==> src/design/ddt_pkg.sv <==
// Shared types and constants for the deadline timer table.
package ddt_pkg;

  // Default sizing of the table.
  localparam int unsigned TimersDef   = 32;
  localparam int unsigned TimeBitsDef = 64;

  // Fixed field widths of the stream payloads.
  localparam int unsigned OpW      = 3;
  localparam int unsigned IdW      = 5;
  localparam int unsigned CountW   = 6;
  localparam int unsigned TimeW    = 64;
  localparam int unsigned KindW    = 3;
  localparam int unsigned InDataW  = 136;
  localparam int unsigned OutDataW = 80;

  // Request opcodes.
  typedef enum logic [OpW-1:0] {
    OP_SCHED_ABS   = 3'd0,
    OP_SCHED_REL   = 3'd1,
    OP_CANCEL      = 3'd2,
    OP_RESCHED_ABS = 3'd3,
    OP_RESCHED_REL = 3'd4,
    OP_PROCESS     = 3'd5,
    OP_QUERY       = 3'd6,
    OP_CLEAR       = 3'd7
  } op_e;

  // Result kinds.
  typedef enum logic [KindW-1:0] {
    RK_SCHEDULED = 3'd0,
    RK_STATUS    = 3'd1,
    RK_FIRED     = 3'd2,
    RK_DONE      = 3'd3,
    RK_NEXT      = 3'd4
  } kind_e;

  // One result item.
  typedef struct packed {
    kind_e             kind;
    logic              ok;
    logic [IdW-1:0]    id;
    logic [CountW-1:0] count;
    logic              has_next;
    logic [TimeW-1:0]  left;
    logic              last;
  } res_t;

endpackage

==> src/design/ddt_mem.sv <==
// Slot memory: one write port, one read port with registered read data.
module ddt_mem #(
  parameter int unsigned Depth = 32,
  parameter int unsigned Width = 65
) (
  input  logic                     clk_i,
  input  logic                     we_i,
  input  logic [$clog2(Depth)-1:0] waddr_i,
  input  logic [Width-1:0]         wdata_i,
  input  logic [$clog2(Depth)-1:0] raddr_i,
  output logic [Width-1:0]         rdata_o
);

  logic [Width-1:0] mem [Depth];

  // Write port.
  always_ff @(posedge clk_i) begin
    if (we_i) begin
      mem[waddr_i] <= wdata_i;
    end
  end

  // Read port with registered read data.
  always_ff @(posedge clk_i) begin
    rdata_o <= mem[raddr_i];
  end

endmodule

==> src/design/deadline_timer_table_top.sv <==
// Top level of the deadline timer table: request sequencer around the slot memory.
//
// Requests enter on the s_axis channel: tuser carries the opcode, tdata the
// current time, the timer id and the time value. Results leave on m_axis:
// tuser carries the result kind, tlast marks the final result of a request.
// Each slot holds its active flag and deadline in one memory word; all
// searches walk the memory one slot per cycle through its single read port.
// Schedule and query each walk the table once. Cancel and reschedule read only
// the addressed slot. Process walks the table once for every fired timer plus
// one more walk to find nothing due. Clear returns no result.
// One request is handled at a time; s_axis_tready_o is high when the
// sequencer is idle, even while a finished result waits in the output
// register. When the receiver stalls, the output register holds its result
// and the sequencer waits before producing the next one.
// After reset the block sweeps the memory to mark every slot inactive and
// accepts no request until the sweep is done.
module deadline_timer_table_top #(
  parameter int unsigned TIMERS    = ddt_pkg::TimersDef,
  parameter int unsigned TIME_BITS = ddt_pkg::TimeBitsDef
) (
  input  logic                          clk_i,
  input  logic                          rst_ni,
  input  logic                          s_axis_tvalid_i,
  output logic                          s_axis_tready_o,
  // now_time[63:0], timer_id[68:64], time_value[132:69], zero pad
  input  logic [ddt_pkg::InDataW-1:0]   s_axis_tdata_i,
  // opcode[2:0]
  input  logic [ddt_pkg::OpW-1:0]       s_axis_tuser_i,
  output logic                          m_axis_tvalid_o,
  input  logic                          m_axis_tready_i,
  // ok[0], fired_id[5:1], fired_count[11:6], has_next[12], time_left[76:13], pad
  output logic [ddt_pkg::OutDataW-1:0]  m_axis_tdata_o,
  // result_kind[2:0]
  output logic [ddt_pkg::KindW-1:0]     m_axis_tuser_o,
  output logic                          m_axis_tlast_o
);
  import ddt_pkg::*;

  localparam int unsigned IW = $clog2(TIMERS);
  localparam int unsigned TB = TIME_BITS;
  localparam int unsigned MW = TB + 1;

  typedef enum logic [5:0] {
    S_CLR  = 6'b000001,
    S_IDLE = 6'b000010,
    S_SCAN = 6'b000100,
    S_CHK  = 6'b001000,
    S_FIN  = 6'b010000,
    S_OUT  = 6'b100000
  } state_e;

  state_e state_q, state_d;
  op_e op_q, op_d;
  logic [TB-1:0] now_q, now_d, dl_q, dl_d, bestdl_q, bestdl_d;
  logic [IdW-1:0] id_q, id_d;
  logic [IW:0] scan_q, scan_d;
  logic pend_q, pend_d, found_q, found_d, more_q, more_d;
  logic [IW-1:0] pidx_q, pidx_d, best_q, best_d;
  logic [CountW-1:0] fcnt_q, fcnt_d;
  res_t res_q, res_d, out_q, out_d;
  logic ovalid_q, ovalid_d;

  logic we;
  logic [IW-1:0] waddr, raddr;
  logic [MW-1:0] wdata, rdata;

  ddt_mem #(.Depth(TIMERS), .Width(MW)) u_mem (
    .clk_i   (clk_i),
    .we_i    (we),
    .waddr_i (waddr),
    .wdata_i (wdata),
    .raddr_i (raddr),
    .rdata_o (rdata)
  );

  // Request fields and the saturating relative deadline.
  logic [TB-1:0] in_now, in_tv, in_dl;
  logic [TB:0] in_sum;
  op_e in_op;
  logic [IdW-1:0] in_id;
  assign in_now = s_axis_tdata_i[TB-1:0];
  assign in_id  = s_axis_tdata_i[68:64];
  assign in_tv  = s_axis_tdata_i[69+TB-1:69];
  assign in_op  = op_e'(s_axis_tuser_i);
  assign in_sum = {1'b0, in_now} + {1'b0, in_tv};
  always_comb begin
    if (in_op == OP_SCHED_REL || in_op == OP_RESCHED_REL) begin
      in_dl = in_sum[TB] ? {TB{1'b1}} : in_sum[TB-1:0];
    end else begin
      in_dl = in_tv;
    end
  end

  // Entry under evaluation during a walk.
  logic          act_r;
  logic [TB-1:0] dl_r;
  assign act_r = rdata[TB];
  assign dl_r  = rdata[TB-1:0];

  logic out_free;
  assign out_free = !ovalid_q || m_axis_tready_i;

  // Query answer from the registered best entry.
  logic [TB-1:0] left;
  always_comb begin
    if (!found_q || bestdl_q <= now_q) begin
      left = '0;
    end else begin
      left = bestdl_q - now_q;
    end
  end

  // Sequencer.
  always_comb begin
    state_d  = state_q;
    op_d     = op_q;
    now_d    = now_q;
    dl_d     = dl_q;
    id_d     = id_q;
    scan_d   = scan_q;
    pend_d   = pend_q;
    pidx_d   = pidx_q;
    found_d  = found_q;
    best_d   = best_q;
    bestdl_d = bestdl_q;
    fcnt_d   = fcnt_q;
    more_d   = more_q;
    res_d    = res_q;
    out_d    = out_q;
    ovalid_d = ovalid_q && !m_axis_tready_i;
    we       = 1'b0;
    waddr    = best_q;
    wdata    = {1'b0, bestdl_q};
    raddr    = scan_q[IW-1:0];

    unique case (state_q)
      S_CLR: begin
        we    = 1'b1;
        waddr = scan_q[IW-1:0];
        wdata = '0;
        scan_d = scan_q + 1'b1;
        if (scan_q[IW-1:0] == IW'(TIMERS - 1)) begin
          state_d = S_IDLE;
        end
      end
      S_IDLE: begin
        raddr = IW'(in_id);
        if (s_axis_tvalid_i) begin
          op_d    = in_op;
          now_d   = in_now;
          dl_d    = in_dl;
          id_d    = in_id;
          scan_d  = '0;
          pend_d  = 1'b0;
          found_d = 1'b0;
          fcnt_d  = '0;
          more_d  = 1'b0;
          res_d   = '0;
          case (in_op)
            OP_CLEAR: state_d = S_CLR;
            OP_CANCEL, OP_RESCHED_ABS, OP_RESCHED_REL: begin
              if (32'(in_id) < 32'(TIMERS)) begin
                state_d = S_CHK;
              end else begin
                res_d.kind = RK_STATUS;
                res_d.last = 1'b1;
                state_d    = S_OUT;
              end
            end
            default: state_d = S_SCAN;
          endcase
        end
      end
      S_CHK: begin
        waddr = IW'(id_q);
        wdata = (op_q == OP_CANCEL) ? {1'b0, dl_r} : {1'b1, dl_q};
        we    = act_r;
        res_d.kind = RK_STATUS;
        res_d.ok   = act_r;
        res_d.last = 1'b1;
        state_d    = S_OUT;
      end
      S_SCAN: begin
        // Issue the next read.
        if (scan_q != (IW+1)'(TIMERS)) begin
          scan_d = scan_q + 1'b1;
          pend_d = 1'b1;
          pidx_d = scan_q[IW-1:0];
        end else begin
          pend_d = 1'b0;
        end
        // Evaluate the entry that arrived.
        if (pend_q) begin
          case (op_q)
            OP_PROCESS: begin
              if (act_r && dl_r <= now_q && (!found_q || dl_r < bestdl_q)) begin
                found_d = 1'b1; best_d = pidx_q; bestdl_d = dl_r;
              end
            end
            OP_QUERY: begin
              if (act_r && (!found_q || dl_r < bestdl_q)) begin
                found_d = 1'b1; best_d = pidx_q; bestdl_d = dl_r;
              end
            end
            default: begin
              if (!act_r && !found_q) begin
                found_d = 1'b1; best_d = pidx_q;
              end
            end
          endcase
          if (pidx_q == IW'(TIMERS - 1)) begin
            state_d = S_FIN;
          end
        end
      end
      S_FIN: begin
        state_d = S_OUT;
        case (op_q)
          OP_PROCESS: begin
            if (found_q) begin
              we    = 1'b1;
              wdata = {1'b0, bestdl_q};
              res_d.kind = RK_FIRED;
              res_d.ok   = 1'b1;
              res_d.id   = IdW'(best_q);
              res_d.last = 1'b0;
              fcnt_d     = fcnt_q + 1'b1;
              more_d     = 1'b1;
            end else begin
              res_d.kind  = RK_DONE;
              res_d.ok    = 1'b1;
              res_d.id    = '0;
              res_d.count = fcnt_q;
              res_d.last  = 1'b1;
              more_d      = 1'b0;
            end
          end
          OP_QUERY: begin
            res_d.kind     = RK_NEXT;
            res_d.ok       = 1'b1;
            res_d.has_next = found_q;
            res_d.left     = TimeW'(left);
            res_d.last     = 1'b1;
          end
          default: begin
            we    = found_q;
            wdata = {1'b1, dl_q};
            res_d.kind = RK_SCHEDULED;
            res_d.ok   = found_q;
            res_d.id   = found_q ? IdW'(best_q) : '0;
            res_d.last = 1'b1;
          end
        endcase
      end
      S_OUT: begin
        if (out_free) begin
          out_d    = res_q;
          ovalid_d = 1'b1;
          if (more_q) begin
            scan_d  = '0;
            pend_d  = 1'b0;
            found_d = 1'b0;
            state_d = S_SCAN;
          end else begin
            state_d = S_IDLE;
          end
        end
      end
      default: state_d = S_IDLE;
    endcase
  end

  // Control registers.
  always_ff @(posedge clk_i or negedge rst_ni) begin
    if (!rst_ni) begin
      state_q  <= S_CLR;
      scan_q   <= '0;
      pend_q   <= 1'b0;
      found_q  <= 1'b0;
      more_q   <= 1'b0;
      ovalid_q <= 1'b0;
    end else begin
      state_q  <= state_d;
      scan_q   <= scan_d;
      pend_q   <= pend_d;
      found_q  <= found_d;
      more_q   <= more_d;
      ovalid_q <= ovalid_d;
    end
  end

  // Payload registers.
  always_ff @(posedge clk_i) begin
    op_q     <= op_d;
    now_q    <= now_d;
    dl_q     <= dl_d;
    id_q     <= id_d;
    pidx_q   <= pidx_d;
    best_q   <= best_d;
    bestdl_q <= bestdl_d;
    fcnt_q   <= fcnt_d;
    res_q    <= res_d;
    out_q    <= out_d;
  end

  // Ports.
  assign s_axis_tready_o = (state_q == S_IDLE);
  assign m_axis_tvalid_o = ovalid_q;
  assign m_axis_tuser_o  = out_q.kind;
  assign m_axis_tlast_o  = out_q.last;
  assign m_axis_tdata_o  = {3'b000, out_q.left, out_q.has_next, out_q.count,
                            out_q.id, out_q.ok};

endmodule

==> config.mk <==
export PLATFORM = sky130hd
export DESIGN_NAME = deadline_timer_table_top
export DESIGN_NICKNAME = d
export VERILOG_FILES = /design/src/design/ddt_pkg.sv /design/src/design/ddt_mem.sv /design/src/design/deadline_timer_table_top.sv
export SDC_FILE = /design/constraint.sdc
export NUM_CORES = 2
export LEC_CHECK = 0
export ABC_AREA = 1
export BUFFER_PORTS_ARGS = -buffer_cell sky130_fd_sc_hd__buf_2
export CAP_MARGIN = 10
export CORE_AREA = 2 2 408 612
export CTS_CLUSTER_SIZE = 28
export DETAILED_ROUTE_END_ITERATION = 8
export DIE_AREA = 0 0 410 614
export PLACE_DENSITY = 0.61
export REMOVE_ABC_BUFFERS = 1
export SLEW_MARGIN = 20
export SYNTH_ARGS = -nofsm -noshare
export SYNTH_HDL_FRONTEND = slang
export SYNTH_SLANG_ARGS = --single-unit
==> constraint.sdc <==
create_clock -name clk_i -period 14.1 [get_ports clk_i]
set_input_delay 2.82 -clock clk_i [delete_from_list [all_inputs] [get_ports clk_i]]
set_output_delay 2.82 -clock clk_i [all_outputs]
set_load 0.01 [all_outputs]
==> reports/qor.csv <==
metric,value,unit
status,completed,
synth_cell_type_count,58,
clock_latency,910,ps
yosys-top-cells-area,"edfxtp_1 67%, nor2_1 6.8%, nand2_1 4.3%, o32ai_1 4.1%, o21ai_0 2.9%",
skew,73.7,ps
root_buffer,clkbuf_16,
ys_seq_elements,2539,
grt_pass1_vias,74800,
vias_per_cell,5.99,
synth_area_leader_cell,edfxtp_1,
coreArea,247000,um^2
cp_max_fo,37,
max_freq,0.158,GHz
synthesis.instances,9581,
start_kind,primary input,
syn_area_per_cell,11.5,um^2
irDropWorstVdd,0.204,mV
fp.dieH,614,um
powerDensity,219,nW/um^2
fin_nets,10100,
ys.flop_type,edfxtp_1,
post-cts-setup-buffers,0,
die_w,410,um
via_count,78800,
setup_violations,0,
timing_worst_setup_path_type,in2reg,
synth_top_cells_by_count,"2,458 x edfxtp_1, 2,014 x nor2_1, 1,270 x nand2_1, 649 x o21ai_0, 638 x nand3_1",
cts_resized,0,
numCtsBuffers,232,
initial_core_util,0.447,
drt-wirelength-per-cell,28.0,um
crit_arrival,6950,ps
grt_overflow,0,
io_buffers,222,
cts_tree,yes,
drt-total-wl,369,mm
ant_nets,0,
synth_edf_count,2458,
clock-sinks,2539,
ys_warn_count,0,
grt_max_degree,205,
hold_buffers,0,
clk_pin_slew,70,ps
worstPathRequired,14720,ps
dpl-instance-area,115000,um^2
hp-class,reg2reg,
hold_start,res_q[34]$_SDFFCE_PP0P_,
layout-drive-gt1-share,0.0846,
worst_pin_slew,1300,ps
row_count,224,
synth_most_common_cell,edfxtp_1,
max-cap-violations,0,
critPathCaptureType,flip-flop,
hold_violations,0,
syn2layout_area_growth,11.1,%
final_core_util,0.497,
ys_seq_area_frac,0.684,
total_power,0.0268,W
crit_start,s_axis_tdata_i[7],
fin_crit_sh,0.449,
dp_hpwl,220,mm
pin_count,229,
synthArstFlopShare,0.00630,
syn_area,110000,um^2
dieArea,252000,um^2
period_minus_slack,6340,ps
first_pass_iters,6,
r2r_setup_slack,8860,ps
cellLeakagePower,42.9,nW
relSlewSlack,0.130,
fin_area,123000,um^2
grt_pass1_wl,520,mm
track_usage,0.285,
place.gp.congestion,1.03,
rsz0062_at_grt,no,
htreeDepth,4,
antenna_found_initial,23,
finalMaxSlewViolations,0,
cts.path.max_buffers,4,
synth_top_area_frac,0.669,
drt-initial-drc-count,10700,
regToRegStartpoint,state_q[2]$_DFFE_PN0P_,
drc,0,
fin_hold_ws,401,ps
-- layout by cell type, fill, tap and decap left out, drive strengths merged, types with 13 or more instances in the layout --
master / count
a21oi: 269
nand2: 1273
bufinv: 20
a31oi: 75
xnor2: 37
nor3: 30
xor2: 45
nand3: 643
inv: 511
diode: 13
a21o: 15
o21bai: 22
clkinv: 93
dfxtp: 65
buf: 355
nor4: 20
edfxtp: 2458
clkbuf: 296
nand4: 26
o21ai: 719
nor2: 2016
dfrtp: 15
ha: 259
o32ai: 520
-- power by group --
group / leakage (nW) / internal [W] / switching, W
registers: 23.0 / 0.00938 / 0.000304
clock network: 3.62 / 0.00346 / 0.00279
logic: 16.3 / 0.00300 / 0.00788
total: 42.9 / 0.0158 / 0.0110
-- per-layer routing --
metal  global-route usage  share of wire  wire (um)
met5                    0       0.000035         13
met4               0.0996          0.036      13300
met2                0.453           0.46     170000
met3               0.0426          0.090      33400
met1                0.400           0.41     152000
-- cell type report --
| cell class | instances | area, um^2 |
|---|---|---|
| Clock buffer | 296 | 6190 |
| Inverter | 507 | 1930 |
| Antenna cell | 13 | 32.5 |
| Multi-Input combinational cell | 6036 | 31500 |
| Tap cell | 3277 | 4100 |
| Sequential cell | 2539 | 75500 |
| Fill cell | 21600 | 124000 |
| Timing Repair Buffer | 355 | 2220 |
| Clock inverter | 126 | 1200 |
-- state kept, by name, summed over array words and instances (netlist names), 64 cells and up --
| signal | flops |
|---|---|
| m_axis_tdata_o | 77 |
| dl_q | 64 |
| res_q | 81 |
| u_mem.mem | 2080 |
| now_q | 64 |
| u_mem.rdata_o | 65 |
| bestdl_q | 64 |
-- path summary, 6_finish.rpt --
path                                                end  cells past startpoint
max                                   dl_q[6]$_DFFE_PP_                     13
min                        m_axis_tdata_o[46]$_DFFE_PP_                      0
max reg2reg                   u_mem.mem[6][7]$_DFFE_PP_                     13
min reg2reg                m_axis_tdata_o[46]$_DFFE_PP_                      0
max in group asynchronous            more_q$_DFFE_PN0P_                      1
min in group asynchronous        state_q[2]$_DFFE_PN0P_                      1
-- kinds of logic after synthesis --
group,Yosys count,synth area share
other cells,1,0.0000340
buf+inv,1008,0.0366
fa+ha+maj,261,0.0297
flops,2539,0.684
compound gates,1661,0.0962
xor+xnor,82,0.00651
simple gates,4029,0.147
-- per-stage QoR --
stage	setup slack (ps)	instances	setup TNS, ps
finish	7760	13100	0
global route	7780	13100	0
CTS	8010	13100	0
detailed placement	7070	12700	0
global placement	7040	12700	0
floorplan	-21260	9082	-1378980
-- critical path: stages --
cell	delay (ps)
buf_2	170
ha_1	370
a21oi_1	280
o21ai_1	110
a21oi_1	620
inv_2	80
a21oi_1	510
o21bai_1	300
a21oi_4	730
buf_4	550
nand3_1	130
o21ai_1	130
inv_1	70
No activity file was read; power rests on OpenSTA's default activity.
